===== src/design/xmlrpc_element_nesting_checker_core_assert.svh =====
// ---------------------------------------------------------------------------
// XML-RPC nesting checker assertion macros
// Shared concurrent assertion forms for the nesting checker.
// ---------------------------------------------------------------------------
`ifndef XMLRPC_ELEMENT_NESTING_CHECKER_CORE_ASSERT_SVH
`define XMLRPC_ELEMENT_NESTING_CHECKER_CORE_ASSERT_SVH

// Same-cycle implication, disabled while reset is asserted.
`define XNC_ASSERT_NOW(label, clk, rst_n, ante, cons, msg) \
    label: assert property (@(posedge clk) disable iff (!(rst_n)) (ante) |-> (cons)) \
        else $error(msg);

// Next-cycle implication, disabled while reset is asserted.
`define XNC_ASSERT_NEXT(label, clk, rst_n, ante, cons, msg) \
    label: assert property (@(posedge clk) disable iff (!(rst_n)) (ante) |=> (cons)) \
        else $error(msg);

`endif


===== src/design/xnc_pkg.sv =====
// ---------------------------------------------------------------------------
// XML-RPC nesting checker package
// Types, codes, widths and grammar functions shared by the checker files.
// ---------------------------------------------------------------------------
`timescale 1ns / 1ps

package xnc_pkg;

    localparam int CMD_W  = 2;
    localparam int KIND_W = 5;
    localparam int LEN_W  = 12;
    localparam int CODE_W = 4;

    localparam int             STACK_DEPTH_DEFAULT = 16;
    localparam logic [LEN_W-1:0] MAX_NAME_LEN_RESET = 12'd256;

    typedef enum logic [CMD_W-1:0] {
        CMD_OPEN  = 2'd0,
        CMD_CLOSE = 2'd1,
        CMD_CHARS = 2'd2,
        CMD_START = 2'd3
    } t_cmd;

    typedef enum logic [CODE_W-1:0] {
        EV_NONE         = 4'd0,
        EV_START_STRUCT = 4'd1,
        EV_END_STRUCT   = 4'd2,
        EV_START_ARRAY  = 4'd3,
        EV_END_ARRAY    = 4'd4,
        EV_START_MEMBER = 4'd5,
        EV_END_MEMBER   = 4'd6,
        EV_DATA         = 4'd7,
        EV_CHARS        = 4'd8
    } t_event;

    typedef enum logic [CODE_W-1:0] {
        VT_NONE     = 4'd0,
        VT_STRUCT   = 4'd1,
        VT_ARRAY    = 4'd2,
        VT_BASE64   = 4'd3,
        VT_BOOLEAN  = 4'd4,
        VT_DATETIME = 4'd5,
        VT_DOUBLE   = 4'd6,
        VT_INT      = 4'd7,
        VT_STRING   = 4'd8
    } t_vtype;

    typedef enum logic [CODE_W-1:0] {
        ERR_OK            = 4'd0,
        ERR_BAD_CHILD     = 4'd1,
        ERR_STRAY_CHARS   = 4'd2,
        ERR_LONG_NAME     = 4'd3,
        ERR_EMPTY_NAME    = 4'd4,
        ERR_NAMELESS      = 4'd5,
        ERR_TOO_DEEP      = 4'd6,
        ERR_UNMATCHED     = 4'd7,
        ERR_FAULTED       = 4'd8
    } t_err;

    localparam logic [KIND_W-1:0] K_METHODRESPONSE = 5'd0;
    localparam logic [KIND_W-1:0] K_PARAMS         = 5'd1;
    localparam logic [KIND_W-1:0] K_PARAM          = 5'd2;
    localparam logic [KIND_W-1:0] K_VALUE          = 5'd3;
    localparam logic [KIND_W-1:0] K_STRUCT         = 5'd4;
    localparam logic [KIND_W-1:0] K_MEMBER         = 5'd5;
    localparam logic [KIND_W-1:0] K_NAME           = 5'd6;
    localparam logic [KIND_W-1:0] K_ARRAY          = 5'd7;
    localparam logic [KIND_W-1:0] K_DATA           = 5'd8;
    localparam logic [KIND_W-1:0] K_BASE64         = 5'd9;
    localparam logic [KIND_W-1:0] K_BOOLEAN        = 5'd10;
    localparam logic [KIND_W-1:0] K_DATETIME       = 5'd11;
    localparam logic [KIND_W-1:0] K_DOUBLE         = 5'd12;
    localparam logic [KIND_W-1:0] K_INT            = 5'd13;
    localparam logic [KIND_W-1:0] K_I4             = 5'd14;
    localparam logic [KIND_W-1:0] K_STRING         = 5'd15;

    // Operation on the element stack for one accepted beat.
    typedef struct packed {
        logic                push;
        logic                pop;
        logic [KIND_W-1:0]   new_kind;
        logic [CODE_W-1:0]   new_vt;
        logic                top_vt_wr;
        logic [CODE_W-1:0]   top_vt;
        logic                top_flag_set;
        logic                below_flag_set;
        logic                below_vt_wr;
        logic [CODE_W-1:0]   below_vt;
    } t_stack_op;

    // The two innermost open levels.
    typedef struct packed {
        logic [KIND_W-1:0] top_kind;
        logic              top_flag;
        logic [CODE_W-1:0] top_vt;
        logic [KIND_W-1:0] below_kind;
    } t_stack_view;

    function automatic logic is_scalar(input logic [KIND_W-1:0] k);
        return (k >= K_BASE64) && (k <= K_STRING);
    endfunction

    function automatic logic [CODE_W-1:0] own_type(input logic [KIND_W-1:0] k);
        logic [CODE_W-1:0] t;
        unique case (k) inside
            K_STRUCT:      t = VT_STRUCT;
            K_ARRAY:       t = VT_ARRAY;
            K_BASE64:      t = VT_BASE64;
            K_BOOLEAN:     t = VT_BOOLEAN;
            K_DATETIME:    t = VT_DATETIME;
            K_DOUBLE:      t = VT_DOUBLE;
            K_INT, K_I4:   t = VT_INT;
            K_STRING:      t = VT_STRING;
            default:       t = VT_NONE;
        endcase
        return t;
    endfunction

    function automatic logic parent_ok(input logic [KIND_W-1:0] k,
                                       input logic              has_parent,
                                       input logic [KIND_W-1:0] p);
        logic ok;
        unique case (k) inside
            K_METHODRESPONSE: ok = !has_parent;
            K_PARAMS:         ok = has_parent && (p == K_METHODRESPONSE);
            K_PARAM:          ok = has_parent && (p == K_PARAMS);
            K_VALUE:          ok = has_parent && ((p == K_PARAM) || (p == K_MEMBER)
                                                  || (p == K_DATA));
            K_MEMBER:         ok = has_parent && (p == K_STRUCT);
            K_NAME:           ok = has_parent && (p == K_MEMBER);
            K_DATA:           ok = has_parent && (p == K_ARRAY);
            K_STRUCT, K_ARRAY, [K_BASE64:K_STRING]:
                              ok = has_parent && (p == K_VALUE);
            default:          ok = 1'b0;
        endcase
        return ok;
    endfunction

endpackage


===== src/design/xnc_in_if.sv =====
// ---------------------------------------------------------------------------
// XML-RPC nesting checker input channel
// Valid/ready channel carrying one tag-level event per beat.
// ---------------------------------------------------------------------------
`timescale 1ns / 1ps

interface xnc_in_if;
    logic                       valid;
    logic                       ready;
    logic [xnc_pkg::CMD_W-1:0]  command;
    logic [xnc_pkg::KIND_W-1:0] element_kind;
    logic [xnc_pkg::LEN_W-1:0]  text_length;

    modport source (output valid, output command, output element_kind,
                    output text_length, input ready);
    modport sink   (input valid, input command, input element_kind,
                    input text_length, output ready);
endinterface


===== src/design/xnc_out_if.sv =====
// ---------------------------------------------------------------------------
// XML-RPC nesting checker output channel
// Valid/ready channel carrying one decoder event or error per beat.
// ---------------------------------------------------------------------------
`timescale 1ns / 1ps

interface xnc_out_if;
    logic                       valid;
    logic                       ready;
    logic [xnc_pkg::CODE_W-1:0] event_code;
    logic [xnc_pkg::CODE_W-1:0] value_type;
    logic [xnc_pkg::CODE_W-1:0] error_code;
    logic [xnc_pkg::LEN_W-1:0]  event_length;

    modport source (output valid, output event_code, output value_type,
                    output error_code, output event_length, input ready);
    modport sink   (input valid, input event_code, input value_type,
                    input error_code, input event_length, output ready);
endinterface


===== src/design/xnc_stack.sv =====
// ---------------------------------------------------------------------------
// XML-RPC nesting checker element stack
// Shift-register stack of open levels; the top sits at entry 0.
// ---------------------------------------------------------------------------
`timescale 1ns / 1ps

module xnc_stack #(
    parameter int DEPTH = xnc_pkg::STACK_DEPTH_DEFAULT
) (
    input  logic                 i_clk,
    input  xnc_pkg::t_stack_op   i_op,
    output xnc_pkg::t_stack_view o_view
);

    logic [xnc_pkg::KIND_W-1:0] r_kind [DEPTH];
    logic                       r_flag [DEPTH];
    logic [xnc_pkg::CODE_W-1:0] r_vt   [DEPTH];

    logic [xnc_pkg::KIND_W-1:0] m_kind [DEPTH];
    logic                       m_flag [DEPTH];
    logic [xnc_pkg::CODE_W-1:0] m_vt   [DEPTH];

    // Level edits are applied to the current layout first, then the shift.
    always_comb begin
        for (int i = 0; i < DEPTH; i++) begin
            m_kind[i] = r_kind[i];
            m_flag[i] = r_flag[i];
            m_vt[i]   = r_vt[i];
        end
        if (i_op.top_vt_wr) begin
            m_vt[0] = i_op.top_vt;
        end
        if (i_op.top_flag_set) begin
            m_flag[0] = 1'b1;
        end
        if (i_op.below_flag_set) begin
            m_flag[1] = 1'b1;
        end
        if (i_op.below_vt_wr) begin
            m_vt[1] = i_op.below_vt;
        end
    end

    always_ff @(posedge i_clk) begin
        for (int i = 0; i < DEPTH; i++) begin
            if (i_op.push) begin
                if (i == 0) begin
                    r_kind[i] <= i_op.new_kind;
                    r_flag[i] <= 1'b0;
                    r_vt[i]   <= i_op.new_vt;
                end else begin
                    r_kind[i] <= m_kind[i-1];
                    r_flag[i] <= m_flag[i-1];
                    r_vt[i]   <= m_vt[i-1];
                end
            end else if (i_op.pop && (i < DEPTH - 1)) begin
                r_kind[i] <= m_kind[i+1];
                r_flag[i] <= m_flag[i+1];
                r_vt[i]   <= m_vt[i+1];
            end else begin
                r_kind[i] <= m_kind[i];
                r_flag[i] <= m_flag[i];
                r_vt[i]   <= m_vt[i];
            end
        end
    end

    assign o_view.top_kind   = r_kind[0];
    assign o_view.top_flag   = r_flag[0];
    assign o_view.top_vt     = r_vt[0];
    assign o_view.below_kind = r_kind[1];

endmodule


===== src/design/xmlrpc_element_nesting_checker_core.sv =====
// ---------------------------------------------------------------------------
// XML-RPC element nesting checker
// Checks the parent/child grammar of XML-RPC response tag events and turns
// each event into one decoder event or error code. Every input beat yields
// exactly one output beat. An item is taken in every cycle while the output
// register is empty or being drained, so the sustained rate is one item per
// clock, and each result is registered and shows in the cycle after its
// input is accepted. The rate rests on the update of the two innermost
// stack levels, which sit at fixed places of a shift-register stack. After
// an error, every event but start document answers faulted until a start
// document arrives.
`timescale 1ns / 1ps

module xmlrpc_element_nesting_checker_core #(
    parameter int STACK_DEPTH = xnc_pkg::STACK_DEPTH_DEFAULT
) (
    input  logic                      i_clk,
    input  logic                      i_rst_n,
    input  logic                      i_cfg_wr_en,
    input  logic [xnc_pkg::LEN_W-1:0] i_cfg_wr_data,
    xnc_in_if.sink                    i_in,
    xnc_out_if.source                 o_out
);

    `include "xmlrpc_element_nesting_checker_core_assert.svh"

    localparam int DW = $clog2(STACK_DEPTH + 1);

    logic [DW-1:0]                r_depth;
    logic                         r_fault;
    logic [xnc_pkg::LEN_W-1:0]    r_pend_len;
    logic [xnc_pkg::LEN_W-1:0]    r_max_len;

    logic                         r_out_valid;
    logic [xnc_pkg::CODE_W-1:0]   r_ev;
    logic [xnc_pkg::CODE_W-1:0]   r_vt;
    logic [xnc_pkg::CODE_W-1:0]   r_err;
    logic [xnc_pkg::LEN_W-1:0]    r_len;

    logic [xnc_pkg::CODE_W-1:0]   n_ev;
    logic [xnc_pkg::CODE_W-1:0]   n_vt;
    logic [xnc_pkg::CODE_W-1:0]   n_err;
    logic [xnc_pkg::LEN_W-1:0]    n_len;

    xnc_pkg::t_stack_op           s_req;
    xnc_pkg::t_stack_op           s_op;
    xnc_pkg::t_stack_view         s_view;

    xnc_pkg::t_cmd                s_cmd;
    logic                         s_accept;
    logic                         s_has_top;
    logic                         s_has_below;
    logic                         s_full;
    logic [xnc_pkg::CODE_W-1:0]   s_own;
    logic                         s_pend_clr;
    logic                         s_pend_wr;
    logic                         s_ok;

    assign s_cmd       = xnc_pkg::t_cmd'(i_in.command);
    assign i_in.ready  = !r_out_valid || o_out.ready;
    assign s_accept    = i_in.valid && i_in.ready;
    assign s_has_top   = (r_depth != '0);
    assign s_has_below = (r_depth > DW'(1));
    assign s_full      = (r_depth == DW'(STACK_DEPTH));
    assign s_own       = xnc_pkg::own_type(i_in.element_kind);

    always_comb begin
        n_ev       = xnc_pkg::EV_NONE;
        n_vt       = xnc_pkg::VT_NONE;
        n_err      = xnc_pkg::ERR_OK;
        n_len      = '0;
        s_req      = '0;
        s_pend_clr = 1'b0;
        s_pend_wr  = 1'b0;
        s_req.new_kind = i_in.element_kind;
        s_req.new_vt   = s_own;
        s_req.top_vt   = s_own;
        s_req.below_vt = s_view.top_vt;
        if (s_cmd == xnc_pkg::CMD_START) begin
            s_pend_clr = 1'b1;
        end else if (r_fault) begin
            n_err = xnc_pkg::ERR_FAULTED;
        end else begin
            case (s_cmd)
                xnc_pkg::CMD_OPEN: begin
                    if (s_full) begin
                        n_err = xnc_pkg::ERR_TOO_DEEP;
                    end else if (!xnc_pkg::parent_ok(i_in.element_kind, s_has_top,
                                                     s_view.top_kind)) begin
                        n_err = xnc_pkg::ERR_BAD_CHILD;
                    end else begin
                        s_req.push      = 1'b1;
                        s_req.top_vt_wr = (s_own != xnc_pkg::VT_NONE);
                        s_pend_clr      = (i_in.element_kind == xnc_pkg::K_NAME);
                        if (i_in.element_kind == xnc_pkg::K_STRUCT) begin
                            n_ev = xnc_pkg::EV_START_STRUCT;
                            n_vt = xnc_pkg::VT_STRUCT;
                        end else if (i_in.element_kind == xnc_pkg::K_ARRAY) begin
                            n_ev = xnc_pkg::EV_START_ARRAY;
                            n_vt = xnc_pkg::VT_ARRAY;
                        end else if (i_in.element_kind == xnc_pkg::K_DATA) begin
                            n_ev = xnc_pkg::EV_DATA;
                        end
                    end
                end
                xnc_pkg::CMD_CHARS: begin
                    if (!s_has_top) begin
                        n_err = xnc_pkg::ERR_STRAY_CHARS;
                    end else if (s_view.top_kind == xnc_pkg::K_NAME) begin
                        if (i_in.text_length > r_max_len) begin
                            n_err = xnc_pkg::ERR_LONG_NAME;
                        end else begin
                            s_pend_wr = 1'b1;
                        end
                    end else if (xnc_pkg::is_scalar(s_view.top_kind)) begin
                        s_req.top_flag_set = 1'b1;
                        n_ev  = xnc_pkg::EV_CHARS;
                        n_vt  = s_view.top_vt;
                        n_len = i_in.text_length;
                    end else begin
                        n_err = xnc_pkg::ERR_STRAY_CHARS;
                    end
                end
                default: begin
                    // Close element: closes the top level unless it reports an error.
                    if (!s_has_top) begin
                        n_err = xnc_pkg::ERR_UNMATCHED;
                    end else begin
                        s_req.pop = 1'b1;
                        if (s_view.top_kind == xnc_pkg::K_MEMBER) begin
                            if (!s_view.top_flag) begin
                                n_err = xnc_pkg::ERR_NAMELESS;
                            end else begin
                                n_ev = xnc_pkg::EV_END_MEMBER;
                                n_vt = s_view.top_vt;
                            end
                        end else if (s_view.top_kind == xnc_pkg::K_NAME) begin
                            if (r_pend_len == '0) begin
                                n_err = xnc_pkg::ERR_EMPTY_NAME;
                            end else begin
                                n_ev  = xnc_pkg::EV_START_MEMBER;
                                n_len = r_pend_len;
                                s_req.below_flag_set = s_has_below;
                            end
                        end else if (s_view.top_kind == xnc_pkg::K_STRUCT) begin
                            n_ev = xnc_pkg::EV_END_STRUCT;
                            n_vt = xnc_pkg::VT_STRUCT;
                        end else if (s_view.top_kind == xnc_pkg::K_ARRAY) begin
                            n_ev = xnc_pkg::EV_END_ARRAY;
                            n_vt = xnc_pkg::VT_ARRAY;
                        end else if (xnc_pkg::is_scalar(s_view.top_kind)) begin
                            // A scalar with no text still reports an empty run.
                            if (!s_view.top_flag) begin
                                n_ev = xnc_pkg::EV_CHARS;
                                n_vt = s_view.top_vt;
                            end
                        end else if (s_view.top_kind == xnc_pkg::K_VALUE) begin
                            s_req.below_vt_wr = s_has_below &&
                                (s_view.below_kind == xnc_pkg::K_MEMBER);
                        end
                    end
                end
            endcase
        end
    end

    assign s_ok = (n_err == xnc_pkg::ERR_OK);

    always_comb begin
        s_op                = s_req;
        s_op.push           = s_req.push && s_accept && s_ok;
        s_op.pop            = s_req.pop && s_accept && s_ok;
        s_op.top_vt_wr      = s_req.top_vt_wr && s_accept && s_ok;
        s_op.top_flag_set   = s_req.top_flag_set && s_accept && s_ok;
        s_op.below_flag_set = s_req.below_flag_set && s_accept && s_ok;
        s_op.below_vt_wr    = s_req.below_vt_wr && s_accept && s_ok;
    end

    xnc_stack #(
        .DEPTH (STACK_DEPTH)
    ) u_stack (
        .i_clk  (i_clk),
        .i_op   (s_op),
        .o_view (s_view)
    );

    always_ff @(posedge i_clk) begin
        if (!i_rst_n) begin
            r_depth     <= '0;
            r_fault     <= 1'b0;
            r_pend_len  <= '0;
            r_max_len   <= xnc_pkg::MAX_NAME_LEN_RESET;
            r_out_valid <= 1'b0;
        end else begin
            if (i_cfg_wr_en) begin
                r_max_len <= i_cfg_wr_data;
            end
            if (s_accept) begin
                r_out_valid <= 1'b1;
                if (s_cmd == xnc_pkg::CMD_START) begin
                    r_depth <= '0;
                    r_fault <= 1'b0;
                end else if (!s_ok && (n_err != xnc_pkg::ERR_FAULTED)) begin
                    r_fault <= 1'b1;
                end else if (s_op.push) begin
                    r_depth <= r_depth + DW'(1);
                end else if (s_op.pop) begin
                    r_depth <= r_depth - DW'(1);
                end
                if (s_pend_clr) begin
                    r_pend_len <= '0;
                end else if (s_pend_wr) begin
                    r_pend_len <= i_in.text_length;
                end
            end else if (o_out.ready) begin
                r_out_valid <= 1'b0;
            end
        end
    end

    always_ff @(posedge i_clk) begin
        if (s_accept) begin
            r_ev  <= n_ev;
            r_vt  <= n_vt;
            r_err <= n_err;
            r_len <= n_len;
        end
    end

    assign o_out.valid        = r_out_valid;
    assign o_out.event_code   = r_ev;
    assign o_out.value_type   = r_vt;
    assign o_out.error_code   = r_err;
    assign o_out.event_length = r_len;

    `XNC_ASSERT_NOW(a_err_clears_event, i_clk, i_rst_n,
        r_out_valid && (r_err != xnc_pkg::ERR_OK),
        (r_ev == xnc_pkg::EV_NONE) && (r_vt == xnc_pkg::VT_NONE) && (r_len == '0),
        "error beat carries an event")
    `XNC_ASSERT_NOW(a_depth_bound, i_clk, i_rst_n,
        1'b1, r_depth <= DW'(STACK_DEPTH),
        "stack depth beyond its size")
    `XNC_ASSERT_NEXT(a_start_clears, i_clk, i_rst_n,
        s_accept && (s_cmd == xnc_pkg::CMD_START),
        !r_fault && (r_depth == '0) && (r_pend_len == '0),
        "start document did not clear the state")
    `XNC_ASSERT_NEXT(a_fault_sticky, i_clk, i_rst_n,
        s_accept && r_fault && (s_cmd != xnc_pkg::CMD_START),
        r_fault && (r_err == xnc_pkg::ERR_FAULTED) && $stable(r_depth),
        "faulted checker changed state or answered")

endmodule


===== src/flat_wrapper.sv =====
// flat-port wrapper written by rule: the top's interface ports become plain ports
module xmlrpc_element_nesting_checker_core_flat 
#(
    parameter int STACK_DEPTH = xnc_pkg::STACK_DEPTH_DEFAULT
)
  (i_clk, i_rst_n, i_cfg_wr_en, i_cfg_wr_data, i_in_valid, i_in_command, i_in_element_kind, i_in_text_length, i_in_ready, o_out_valid, o_out_event_code, o_out_value_type, o_out_error_code, o_out_event_length, o_out_ready);
  xnc_in_if i_in_i ();
  xnc_out_if o_out_i ();
  input  logic i_clk;
  input  logic i_rst_n;
  input  logic i_cfg_wr_en;
  input  logic [xnc_pkg::LEN_W-1:0] i_cfg_wr_data;
  input wire logic [$bits(i_in_i.valid)-1:0] i_in_valid;
  input wire logic [$bits(i_in_i.command)-1:0] i_in_command;
  input wire logic [$bits(i_in_i.element_kind)-1:0] i_in_element_kind;
  input wire logic [$bits(i_in_i.text_length)-1:0] i_in_text_length;
  output wire logic [$bits(i_in_i.ready)-1:0] i_in_ready;
  output wire logic [$bits(o_out_i.valid)-1:0] o_out_valid;
  output wire logic [$bits(o_out_i.event_code)-1:0] o_out_event_code;
  output wire logic [$bits(o_out_i.value_type)-1:0] o_out_value_type;
  output wire logic [$bits(o_out_i.error_code)-1:0] o_out_error_code;
  output wire logic [$bits(o_out_i.event_length)-1:0] o_out_event_length;
  input wire logic [$bits(o_out_i.ready)-1:0] o_out_ready;
  assign i_in_i.valid = i_in_valid;
  assign i_in_i.command = i_in_command;
  assign i_in_i.element_kind = i_in_element_kind;
  assign i_in_i.text_length = i_in_text_length;
  assign i_in_ready = i_in_i.ready;
  assign o_out_valid = o_out_i.valid;
  assign o_out_event_code = o_out_i.event_code;
  assign o_out_value_type = o_out_i.value_type;
  assign o_out_error_code = o_out_i.error_code;
  assign o_out_event_length = o_out_i.event_length;
  assign o_out_i.ready = o_out_ready;
  xmlrpc_element_nesting_checker_core #(.STACK_DEPTH(STACK_DEPTH)) u_core (.i_clk(i_clk), .i_rst_n(i_rst_n), .i_cfg_wr_en(i_cfg_wr_en), .i_cfg_wr_data(i_cfg_wr_data), .i_in(i_in_i), .o_out(o_out_i));
endmodule

===== config.mk =====
export PLATFORM = sky130hd
export DESIGN_NAME = xmlrpc_element_nesting_checker_core_flat
export DESIGN_NICKNAME = d
export VERILOG_FILES = /design/src/design/xnc_pkg.sv /design/src/design/xnc_in_if.sv /design/src/design/xnc_out_if.sv /design/src/design/xnc_stack.sv /design/src/design/xmlrpc_element_nesting_checker_core.sv /design/src/flat_wrapper.sv
export VERILOG_INCLUDE_DIRS = /design/src /design/src/design
export SDC_FILE = /design/constraint.sdc
export NUM_CORES = 1
export LEC_CHECK = 0
export ABC_AREA = 1
export BUFFER_PORTS_ARGS = -buffer_cell sky130_fd_sc_hd__buf_2
export CORE_UTILIZATION = 60
export CTS_CLUSTER_DIAMETER = 40
export DETAILED_ROUTE_END_ITERATION = 6
export HOLD_SLACK_MARGIN = 0.02
export PLACE_DENSITY_LB_ADDON = 0.05
export SETUP_SLACK_MARGIN = 0.5
export SLEW_MARGIN = 20
export SYNTH_ARGS = -nofsm -noshare
export SYNTH_HDL_FRONTEND = slang
export SYNTH_SLANG_ARGS = --single-unit

===== constraint.sdc =====
create_clock -name i_clk -period 4.8 [get_ports i_clk]
set_clock_uncertainty 0.2 [all_clocks]
set_input_delay 1.44 -clock i_clk [delete_from_list [all_inputs] [get_ports i_clk]]
set_output_delay 1.44 -clock i_clk [all_outputs]
set_load 0.01 [all_outputs]

# Word level (Yosys, flattened, before mapping)
# Memory sizes are Yosys's and may differ from the RTL's.
# Index checks and enable logic that the tools add are counted.
# totals
n_memories,3
elab_cells,407
reg_bits,55
out_inout_bits,26
input_bits,36
ramBits,160
# memory_table
memory,words,width,rd,rd_ports_with_merged_regs,write_ports,line_no,text
u_core.u_stack.r_kind,16,5,16,0,16,xnc_stack.sv:15,logic [xnc_pkg::KIND_W-1:0] r_kind [DEPTH];
u_core.u_stack.r_vt,16,4,16,0,16,xnc_stack.sv:17,logic [xnc_pkg::CODE_W-1:0] r_vt [DEPTH];
u_core.u_stack.r_flag,16,1,16,0,16,xnc_stack.sv:16,logic r_flag [DEPTH];
# classes
n_eq_ne,29
reduce_logical,48
order_cmp,6
bitwise,93
add_sub_neg,2
muxes,217
# op_table
op,n
$mux 4,69
$mux 5,35
$mux 12,9
$or 1x1->1,93
$mux 1,83
$eq 5x3->1 const B,9
$eq 5x4->1 const B,9
$pmux 4 s8,1
$logic_and 1x1->1,24
$pmux 12 s2,1
$pmux 4 s2,3
$mux 3,7
$eq 5x2->1 const B,4
$mux 2,8
$gt 12x12->1,1
$logic_not 12->1,1
$eq 5x1->1 const B,2
$ge 5x4->1 const B,2
$le 5x4->1 const B,2
$logic_not 5->1,2
$pmux 1 s8,1
$reduce_bool 2->1,3
$reduce_or 2->1,3
$add 5x1->5 const B,1
other kinds (16),22

# Longest topological paths before layout
# Gate-level depths: netlist of the first run.
# An unclocked memory read counts as a cell.
# depth
word_depth,22
depth_mapped,19
mapped_depth_nobuf,18

# By module
# Synthesis of the first run repeated with hierarchy kept, for this count alone.
# unflattened
hier_cells,1212
hier_area_um2,10722.8
# by_module_without_submodules
module,cells_each,area_per_inst_um2,n_inst,seq_area_each_um2
xnc_stack,699,7074.3,1,4804.6
xmlrpc_element_nesting_checker_core,513,3648.5,1,1341.3

# Worst setup path after synthesis of the first run
# OpenSTA, ideal clock, no wires.
# synth_timing
path_kind,input port to flip-flop
startpoint,input i_in_text_length[11]
endpoint,"memory u_core.u_stack.r_flag[1][0], in the netlist u_core.u_stack.r_flag[0][1] (data pin)"
setup_slack_ps,795
path_buffers,1
cell_stages,14
setup_time_ps,304
t_arrival_ps,3501
cell_sequence,ha_1 > nand2_1 > inv_1 > nand3_1 > nor2_1 > a21oi_1 > nand2_1 > nand3_1 > a21oi_1 > nand2_2 > nand3_4 > nand2_2 > buf_6 > o221ai_1
# synth_rtl
element,line_no,text
start: declaration,flat_wrapper.sv:16,input wire logic [$bits(i_in_i.text_length)-1:0] i_in_text_length;
end: declaration,xnc_stack.sv:16,

==> out/summary.log, run 1 <==
INFO  critical_path  worstPathBufferInverterCount=2
INFO  clock_network  cts_made_buffers=29
INFO  sta            rsz0062_at_grt=false
INFO  clock_network  cts_hold_repair.buffers=0
INFO  detailed_routing routed_via_density=5.300
INFO  detailed_routing detail_route.wirelength=20.87mm
INFO  critical_path  cp_cell_sequence=buf_2 > nor2_2 > nand3_1 > nand2_1 > nor2_1 > nand2_1 > nor2_1 > nor2_1 > nand2_1 > nand2_2 > nand3_2 > nor2_2 > nand2_2 > nand2_8 > buf_4
INFO  placed_design  place.gp.congestion=0.9548
INFO  cells_and_area post_route_cells_drive_above_1_share=0.1179
INFO  clock_network  post_cts_resized=0
INFO  sta            slew_headroom=0.5890
INFO  clock_network  post_cts.repair.setup_buffers=0
INFO  yosys          syn_area_per_cell=8.989µm²
INFO  die            dieWidth=133.0µm
INFO  yosys          share_of_synthesized_flip_flops_with_an_asynchronous_set_or_reset=0
INFO  min_path       hold_class=flip-flop to flip-flop
INFO  clock_network  cts-root-to-sink-buffers=3
INFO  sta            timing.final.hold_violations=0
INFO  placed_design  place_hpwl=13.62mm
INFO  clock_network  cts_tree=yes
INFO  sta            post-route-period-util=0.7525
INFO  cells_and_area final_net_count=1,268
INFO  yosys          synth_largest_area_cell=sky130_fd_sc_hd__edfxtp_1
INFO  status         status=completed
INFO  detailed_routing wl_per_cell=14.31µm
INFO  die            pin_count=62
INFO  job            max-cap-violations=0
INFO  yosys          yosysUniqueCellTypes=43
INFO  yosys          synth-seq-area-share=0.5966
INFO  detailed_routing postRouteAntennaNets=0
INFO  sta            maxSlewViolCount=0
INFO  critical_path  critPathLaunchType=primary input
INFO  clock_network  clock_latency_on_the_worst_skew_pair=0.53ns
INFO  power_and_ir_drop vdd_drop_max=0.3001mV
INFO  yosys          synth_seq_cells=215
INFO  critical_path  slowest_stage=sky130_fd_sc_hd__nand2_8
INFO  grt            overflow=0
INFO  yosys          yosysMostFrequentCell=sky130_fd_sc_hd__nand2_1
INFO  critical_path  path_class=primary input to flip-flop
INFO  critical_path  cp_slowest_stage_delay=0.41ns
INFO  die            floorplan.initialDensity=0.6168
INFO  yosys          yosysWarningCount=0
INFO  yosys          synth_ff_type=sky130_fd_sc_hd__edfxtp_1
INFO  power_and_ir_drop static-leakage-power=5.098nW
INFO  critical_path  crit_path_max_delay_family=simple AND/OR/NAND/NOR gates
INFO  sta            worst_pin_slew=0.6158ns
INFO  clock_network  clkTransAtPathRegs=0.05ns
INFO  die            dieArea=17,700µm²
INFO  grt            grt_pass1_vias=7,134
INFO  critical_path  critical_path.startpoint=i_in_element_kind[4]
INFO  critical_path  r2r-start=u_core.r_depth[0]
INFO  grt            global_route_wire_length_before_repair=34.19mm
INFO  critical_path  cp_max_fo=57
INFO  sta            setup_viol=0
INFO  detailed_routing detail_route.iter0.violations=689
INFO  critical_path  cp.arrival=3.63ns
INFO  detailed_routing dr.pass1.iters=5
INFO  yosys          synthesis.area=10,300µm²
INFO  clock_network  tritoncts_num_sinks=215
INFO  yosys          synth_largest_type_area_fraction=0.5364
INFO  die            core-area=16,700µm²
INFO  clock_network  cts_root_buf=sky130_fd_sc_hd__clkbuf_16
INFO  critical_path  worst_ep_required_time=4.82ns
INFO  sta            fmaxAchievable=276.9MHz
INFO  cells_and_area diodes=0
INFO  yosys          post_synth_inst_count=1,146
INFO  detailed_routing routed-via-count=7,728
INFO  cells_and_area area_growth_syn_to_layout=14.51%
INFO  placed_design  number_of_input_and_output_port_buffers_inserted=61
INFO  critical_path  type_of_destination_of_the_critical_path=flip-flop
INFO  yosys          netlist_top_cells_area=sky130_fd_sc_hd__edfxtp_1 (54%), sky130_fd_sc_hd__nand2_1 (17%), sky130_fd_sc_hd__dfxtp_1 (6.0%), sky130_fd_sc_hd__inv_1 (4.0%), sky130_fd_sc_hd__o21ai_0 (3.8%)
INFO  grt            track_usage=0.2401
INFO  grt            antenna_found_initial=0
INFO  sta            timing.setup.tns=0ns
INFO  die            floorplan.rows=47
INFO  cells_and_area final_core_utilization=0.7063
INFO  yosys          synth_edf_count=184
INFO  min_path       hold_path.startpoint=u_core.u_stack.r_flag[1][6]
INFO  die            die_y=133.0µm
INFO  grt            largest_net_degree_at_the_start_of_global_routing=88
INFO  yosys          yosys-top-cells-count=sky130_fd_sc_hd__nand2_1 (454), sky130_fd_sc_hd__edfxtp_1 (184), sky130_fd_sc_hd__inv_1 (109)
INFO  detailed_routing residual_drc=0
INFO  cells_and_area fillerInstances=1,310
INFO  power_and_ir_drop pwr_density_cell=386.4nW/µm²
INFO  clock_network  ctsHtreeMaxLevel=1
INFO  sta            period_needed=3.612ns
worst paths after layout:
check / slack [ns] / endpoint / depth (start not counted)
max reg2reg: 1.56 / u_core.u_stack.r_kind[0][34] / 15
min reg2reg: 0.25 / u_core.u_stack.r_flag[1][7] / 0
min: 0.25 / u_core.u_stack.r_flag[1][7] / 0
max: 1.19 / u_core.u_stack.r_vt[1][5] / 15
cell usage in the layout (no fill, tap or decap), types with 3 or more instances in the layout:
master                        n
sky130_fd_sc_hd__clkinv_4     4
sky130_fd_sc_hd__edfxtp_1   184
sky130_fd_sc_hd__o22ai_1      3
sky130_fd_sc_hd__nand2_1    454
sky130_fd_sc_hd__buf_12       5
sky130_fd_sc_hd__buf_2       61
sky130_fd_sc_hd__clkbuf_16   30
sky130_fd_sc_hd__dfxtp_1     31
sky130_fd_sc_hd__o21ai_0     78
sky130_fd_sc_hd__nand2_2      7
sky130_fd_sc_hd__nor2_1      83
sky130_fd_sc_hd__inv_1      109
sky130_fd_sc_hd__nor2_2       4
sky130_fd_sc_hd__nand3_2      3
sky130_fd_sc_hd__bufinv_16    3
sky130_fd_sc_hd__o211ai_1     8
sky130_fd_sc_hd__a21oi_1     42
sky130_fd_sc_hd__conb_1      10
sky130_fd_sc_hd__nor3_1       6
sky130_fd_sc_hd__nand4_1     10
sky130_fd_sc_hd__ha_1        15
sky130_fd_sc_hd__inv_2        5
sky130_fd_sc_hd__or2_2        3
sky130_fd_sc_hd__buf_4        7
sky130_fd_sc_hd__nand3_1     31
sky130_fd_sc_hd__clkbuf_1     6
sky130_fd_sc_hd__mux2i_1      3
flip-flops by register name (all words and copies together), names as in the netlist:
register / count
u_core.u_stack.r_kind: 80
u_core.u_stack.r_vt: 64
u_core.u_stack.r_flag: 16
u_core.o_out.event_length: 12
u_core.r_max_len: 12
u_core.r_pend_len: 12
u_core.r_depth: 5
u_core.o_out.error_code: 4
u_core.o_out.event_code: 4
u_core.o_out.value_type: 4
u_core.o_out.valid: 1
u_core.r_fault: 1
kinds of logic (layout without fill, tap and decap cells):
family | Yosys count | count (layout) | share of synthesized area
multiplexers | 3 | 3 | 0.002915
flip-flops | 215 | 215 | 0.5966
other | 1 | 10 | 0.0003640
AND/OR/NAND/NOR | 610 | 610 | 0.2394
adder cells (fa/ha/maj) | 15 | 15 | 0.01822
buffers and inverters | 157 | 240 | 0.06644
AO/OA/AOI/OAI | 145 | 145 | 0.07604
area by class of cell:
class	count	area (µm²)	area share
Clock inverter	15	177.7	0.01506
Sequential cell	215	6146	0.5210
Timing Repair Buffer	73	457.9	0.03882
Tap cell	220	275.3	0.02333
Inverter	115	434.2	0.03681
Multi-Input combinational cell	783	3518	0.2983
Clock buffer	37	787.0	0.06672
routing by layer:
metal,vias to the layer above,GRT usage,wire (µm)
li1,3889,-,-
met3,41,0.03410,1043
met1,3595,0.3300,9411
met4,0,0.07216,522
met2,203,0.3970,9892
met5,-,0,0
worst register-to-register path, cell delays in order, from the launching register on:
cell,delay (ns)
sky130_fd_sc_hd__dfxtp_1,0.44
sky130_fd_sc_hd__inv_1,0.10
sky130_fd_sc_hd__ha_1,0.20
sky130_fd_sc_hd__inv_1,0.08
sky130_fd_sc_hd__nor2_2,0.05
sky130_fd_sc_hd__nand2_1,0.15
sky130_fd_sc_hd__nand2_1,0.15
sky130_fd_sc_hd__nor2_1,0.16
sky130_fd_sc_hd__inv_1,0.09
sky130_fd_sc_hd__nand2_2,0.10
sky130_fd_sc_hd__a21oi_2,0.07
sky130_fd_sc_hd__nor2_1,0.21
sky130_fd_sc_hd__nand3_4,0.20
sky130_fd_sc_hd__inv_4,0.38
sky130_fd_sc_hd__buf_12,0.28
sky130_fd_sc_hd__o21ai_0,0.13
per-stage QoR:
stage	cell area [µm²]	power (mW)	setup WS, ns	cells	hold WS (ns)
after global placement	10830	2.471	0.6604	1406	0.2324
after detailed placement	10830	2.475	0.6611	1406	0.2389
final	11800	4.558	1.188	1458	0.2516
after floorplan	10330	2.374	0.7952	1155	0.2268
after CTS	11800	4.585	1.215	1458	0.2542
after global routing	11800	4.709	0.8954	1458	0.2628
power by group:
part           total [mW]  leakage [nW]  internal [mW]  switching, mW
clock network        2.12         0.465           1.32          0.794
logic               0.321          2.69          0.103          0.218
registers            2.12          1.95           2.09         0.0271
total                4.56          5.10           3.52           1.04
(Power assumes the default switching activity.)
==> run 2: changes to the inputs <==
==> constraint.sdc (replaced) <==
create_clock -name i_clk -period 3.6 [get_ports i_clk]
set_clock_uncertainty 0.2 [all_clocks]
set_input_delay 1.08 -clock i_clk [delete_from_list [all_inputs] [get_ports i_clk]]
set_output_delay 1.08 -clock i_clk [all_outputs]
set_load 0.01 [all_outputs]
==> out/summary.log, run 2 (same netlist as run 1, synthesis figures left out) <==
INFO  placed_design  number_of_input_and_output_port_buffers_inserted=61 [unchanged]
INFO  power_and_ir_drop vdd_drop_max=0.4945mV [+65%]
INFO  detailed_routing dr.pass1.iters=5 [unchanged]
INFO  grt            global_route_wire_length_before_repair=34.51mm [+0.93%]
INFO  sta            period_needed=2.936ns
INFO  cells_and_area largest_register=u_core.u_stack.r_kind
INFO  min_path       whs_path_depth=0 [unchanged]
INFO  die            core-area=16,700µm² [unchanged]
INFO  cells_and_area area_growth_syn_to_layout=17.96%
INFO  placed_design  place_ws=0.03548ns [-0.6256 ns]
INFO  grt            largest_net_degree_at_the_start_of_global_routing=80 [-9.1%]
INFO  placed_design  dpl_cell_area=11,060µm² [+2.1%]
INFO  sta            setup_viol=0 [unchanged]
INFO  cells_and_area layout.cells.most_common_list=sky130_fd_sc_hd__nand2_1 (452), sky130_fd_sc_hd__edfxtp_1 (184), sky130_fd_sc_hd__inv_1 (108)
INFO  sta            worst_pin_slew=0.5360ns [-0.07975 ns]
INFO  clock_network  cts_tree=yes
INFO  clock_network  cts_made_buffers=29 [unchanged]
INFO  cells_and_area diodes=0 [unchanged]
INFO  critical_path  cp_max_fo=50 [-12%]
INFO  detailed_routing postRouteAntennaNets=0 [unchanged]
INFO  detailed_routing residual_drc=0 [unchanged]
INFO  die            dieWidth=133.0µm [unchanged]
INFO  sta            slew_headroom=0.6397 [+0.05064]
INFO  die            floorplan.initialDensity=0.6168 [unchanged]
INFO  clock_network  clock_latency_on_the_worst_skew_pair=0.55ns [+0.02 ns]
INFO  grt            track_usage=0.2430 [+0.002955]
INFO  critical_path  rr_endpoint=u_core.u_stack.r_vt[1][18]
INFO  sta            timing.final.hold_violations=0 [unchanged]
INFO  clock_network  cts-root-to-sink-buffers=3 [unchanged]
INFO  detailed_routing detail_route.iter0.violations=577 [-16%]
INFO  cells_and_area largest_register_ff_count=80 [unchanged]
INFO  cells_and_area final_net_count=1,288 [+1.6%]
INFO  critical_path  worst_ep_required_time=3.62ns [-1.20 ns]
INFO  status         status=completed
INFO  sta            maxSlewViolCount=0 [unchanged]
INFO  die            floorplan.rows=47 [unchanged]
INFO  detailed_routing wl_per_cell=14.68µm [+2.6%]
INFO  grt            overflow=0 [unchanged]
INFO  clock_network  tritoncts_num_sinks=215 [unchanged]
INFO  placed_design  place_hpwl=14.02mm [+2.9%]
INFO  placed_design  place.gp.congestion=0.9324 [-2.3%]
INFO  min_path       hold_path.startpoint=u_core.u_stack.r_kind[1][30]
INFO  grt            antenna_found_initial=0 [unchanged]
INFO  detailed_routing routed-via-count=7,861 [+1.7%]
INFO  detailed_routing routed_via_density=5.315 [+0.28%]
INFO  job            max-cap-violations=0 [unchanged]
INFO  critical_path  path_class=primary input to flip-flop
INFO  critical_path  critPathLaunchType=primary input
INFO  cells_and_area largest_registers=u_core.u_stack.r_kind x80, u_core.u_stack.r_vt x64, u_core.u_stack.r_flag x16
INFO  die            die_y=133.0µm [unchanged]
INFO  critical_path  critical_path.startpoint=i_in_element_kind[4]
INFO  clock_network  cts_root_buf=sky130_fd_sc_hd__clkbuf_16
INFO  cells_and_area post_route_cells_drive_above_1_share=0.1477 [+0.02980]
INFO  sta            timing.setup.tns=0ns [unchanged]
INFO  critical_path  r2r-start=u_core.r_depth[1]
INFO  critical_path  worst-r2r-cell-count=15 [unchanged]
INFO  critical_path  regToRegSetupSlack=0.67ns [-0.89 ns]
INFO  cells_and_area mostFrequentLayoutCell=sky130_fd_sc_hd__nand2_1
INFO  power_and_ir_drop pwr_density_cell=488.9nW/µm² [+27%]
INFO  critical_path  cp.arrival=2.95ns [-0.68 ns]
INFO  clock_network  clkTransAtPathRegs=0.05ns [about the same]
INFO  sta            post-route-period-util=0.8156
INFO  sta            finalWorstSetupSlack=0.6639ns [-0.5241 ns]
INFO  min_path       hold_class=flip-flop to flip-flop
INFO  cells_and_area finalInstanceArea=12,150µm² [+3.0%]
INFO  grt            grt_pass1_vias=7,106 [-0.39%]
INFO  clock_network  ctsHtreeMaxLevel=1 [unchanged]
INFO  power_and_ir_drop static-leakage-power=5.233nW [+2.6%]
INFO  sta            rsz0062_at_grt=true
INFO  die            pin_count=62 [unchanged]
INFO  min_path       hold-path-endpoint=u_core.u_stack.r_kind[1][35]
INFO  sta            fmaxAchievable=340.6MHz
INFO  detailed_routing detail_route.wirelength=21.71mm [+4.0%]
INFO  die            dieArea=17,700µm² [unchanged]
INFO  critical_path  type_of_destination_of_the_critical_path=flip-flop
-- run 2: repair_timing --
action / CTS / global route
gates resized for setup: 0 / 17
setup endpoints to repair: 0 / 285
endpoints found under the hold margin: 0 / 0
hold buffers: 0 / 0
setup buffers: 0 / 7
-- run 2: worst max-delay path by stage --
stage               slack (ns)  cells past startpoint                          end
floorplan                 0.34                     13  u_core.u_stack.r_flag[0][1]
global placement          0.08                     18            u_core.r_depth[3]
detailed placement        0.04                     17            u_core.r_depth[0]
CTS                       0.53                     17            u_core.r_depth[0]
global route              0.47                     20            u_core.r_depth[0]
finish                    0.66                     16   u_core.u_stack.r_vt[1][18]
-- run 2: metrics by stage --
stage	instances	power (mW)	util	hold slack [ns]
CTS	1468	5.958	0.7161	0.2542
global route	1479	6.157	0.7276	0.2602
finish	1479	5.940	0.7276	0.2530
global placement	1415	3.319	0.6620	0.2278
floorplan	1155	3.179	-	0.2268
detailed placement	1415	3.324	0.6620	0.2380
-- run 2: final cells by class --
type | instances | area [µm²]
multi-input combinational | 783 | 3652
clock buffer | 33 | 740.7
sequential | 215 | 6147
timing repair buffer | 91 | 708.2
timing repair inverter | 2 | 17.52
tap | 220 | 275.3
fill | 1246 | 4549
inverter | 115 | 447.9
clock inverter | 20 | 162.7
-- run 2: where the power goes --
part / internal, mW / switching (mW) / total (mW)
Sequential: 2.79 / 0.0361 / 2.83
Combinational: 0.163 / 0.307 / 0.470
Clock: 1.52 / 1.13 / 2.65
-- run 2: worst max-delay path: stages --
cell and delay, ns:
sky130_fd_sc_hd__buf_2 0.14, sky130_fd_sc_hd__nor2_4 0.17, sky130_fd_sc_hd__nand2_1 0.11, sky130_fd_sc_hd__nor2_1 0.13
sky130_fd_sc_hd__nor2_1 0.06, sky130_fd_sc_hd__nand2_1 0.09, sky130_fd_sc_hd__nor2_1 0.05, sky130_fd_sc_hd__nor2_1 0.08
sky130_fd_sc_hd__nand2_1 0.08, sky130_fd_sc_hd__nand3_1 0.07, sky130_fd_sc_hd__nand2_1 0.07, sky130_fd_sc_hd__nand2_2 0.12
sky130_fd_sc_hd__nand3_4 0.09, sky130_fd_sc_hd__buf_4 0.19, sky130_fd_sc_hd__nand2_8 0.11, sky130_fd_sc_hd__buf_16 0.25
-- run 2: per-layer routing --
layer  global-route usage  part of all wire  up-vias
met3              0.03563             0.051       33
met4              0.06769             0.020        0
met2               0.3941              0.47      224
met1               0.3425              0.46     3663
met5                    0                 0        -
li1                     -                 -     3941
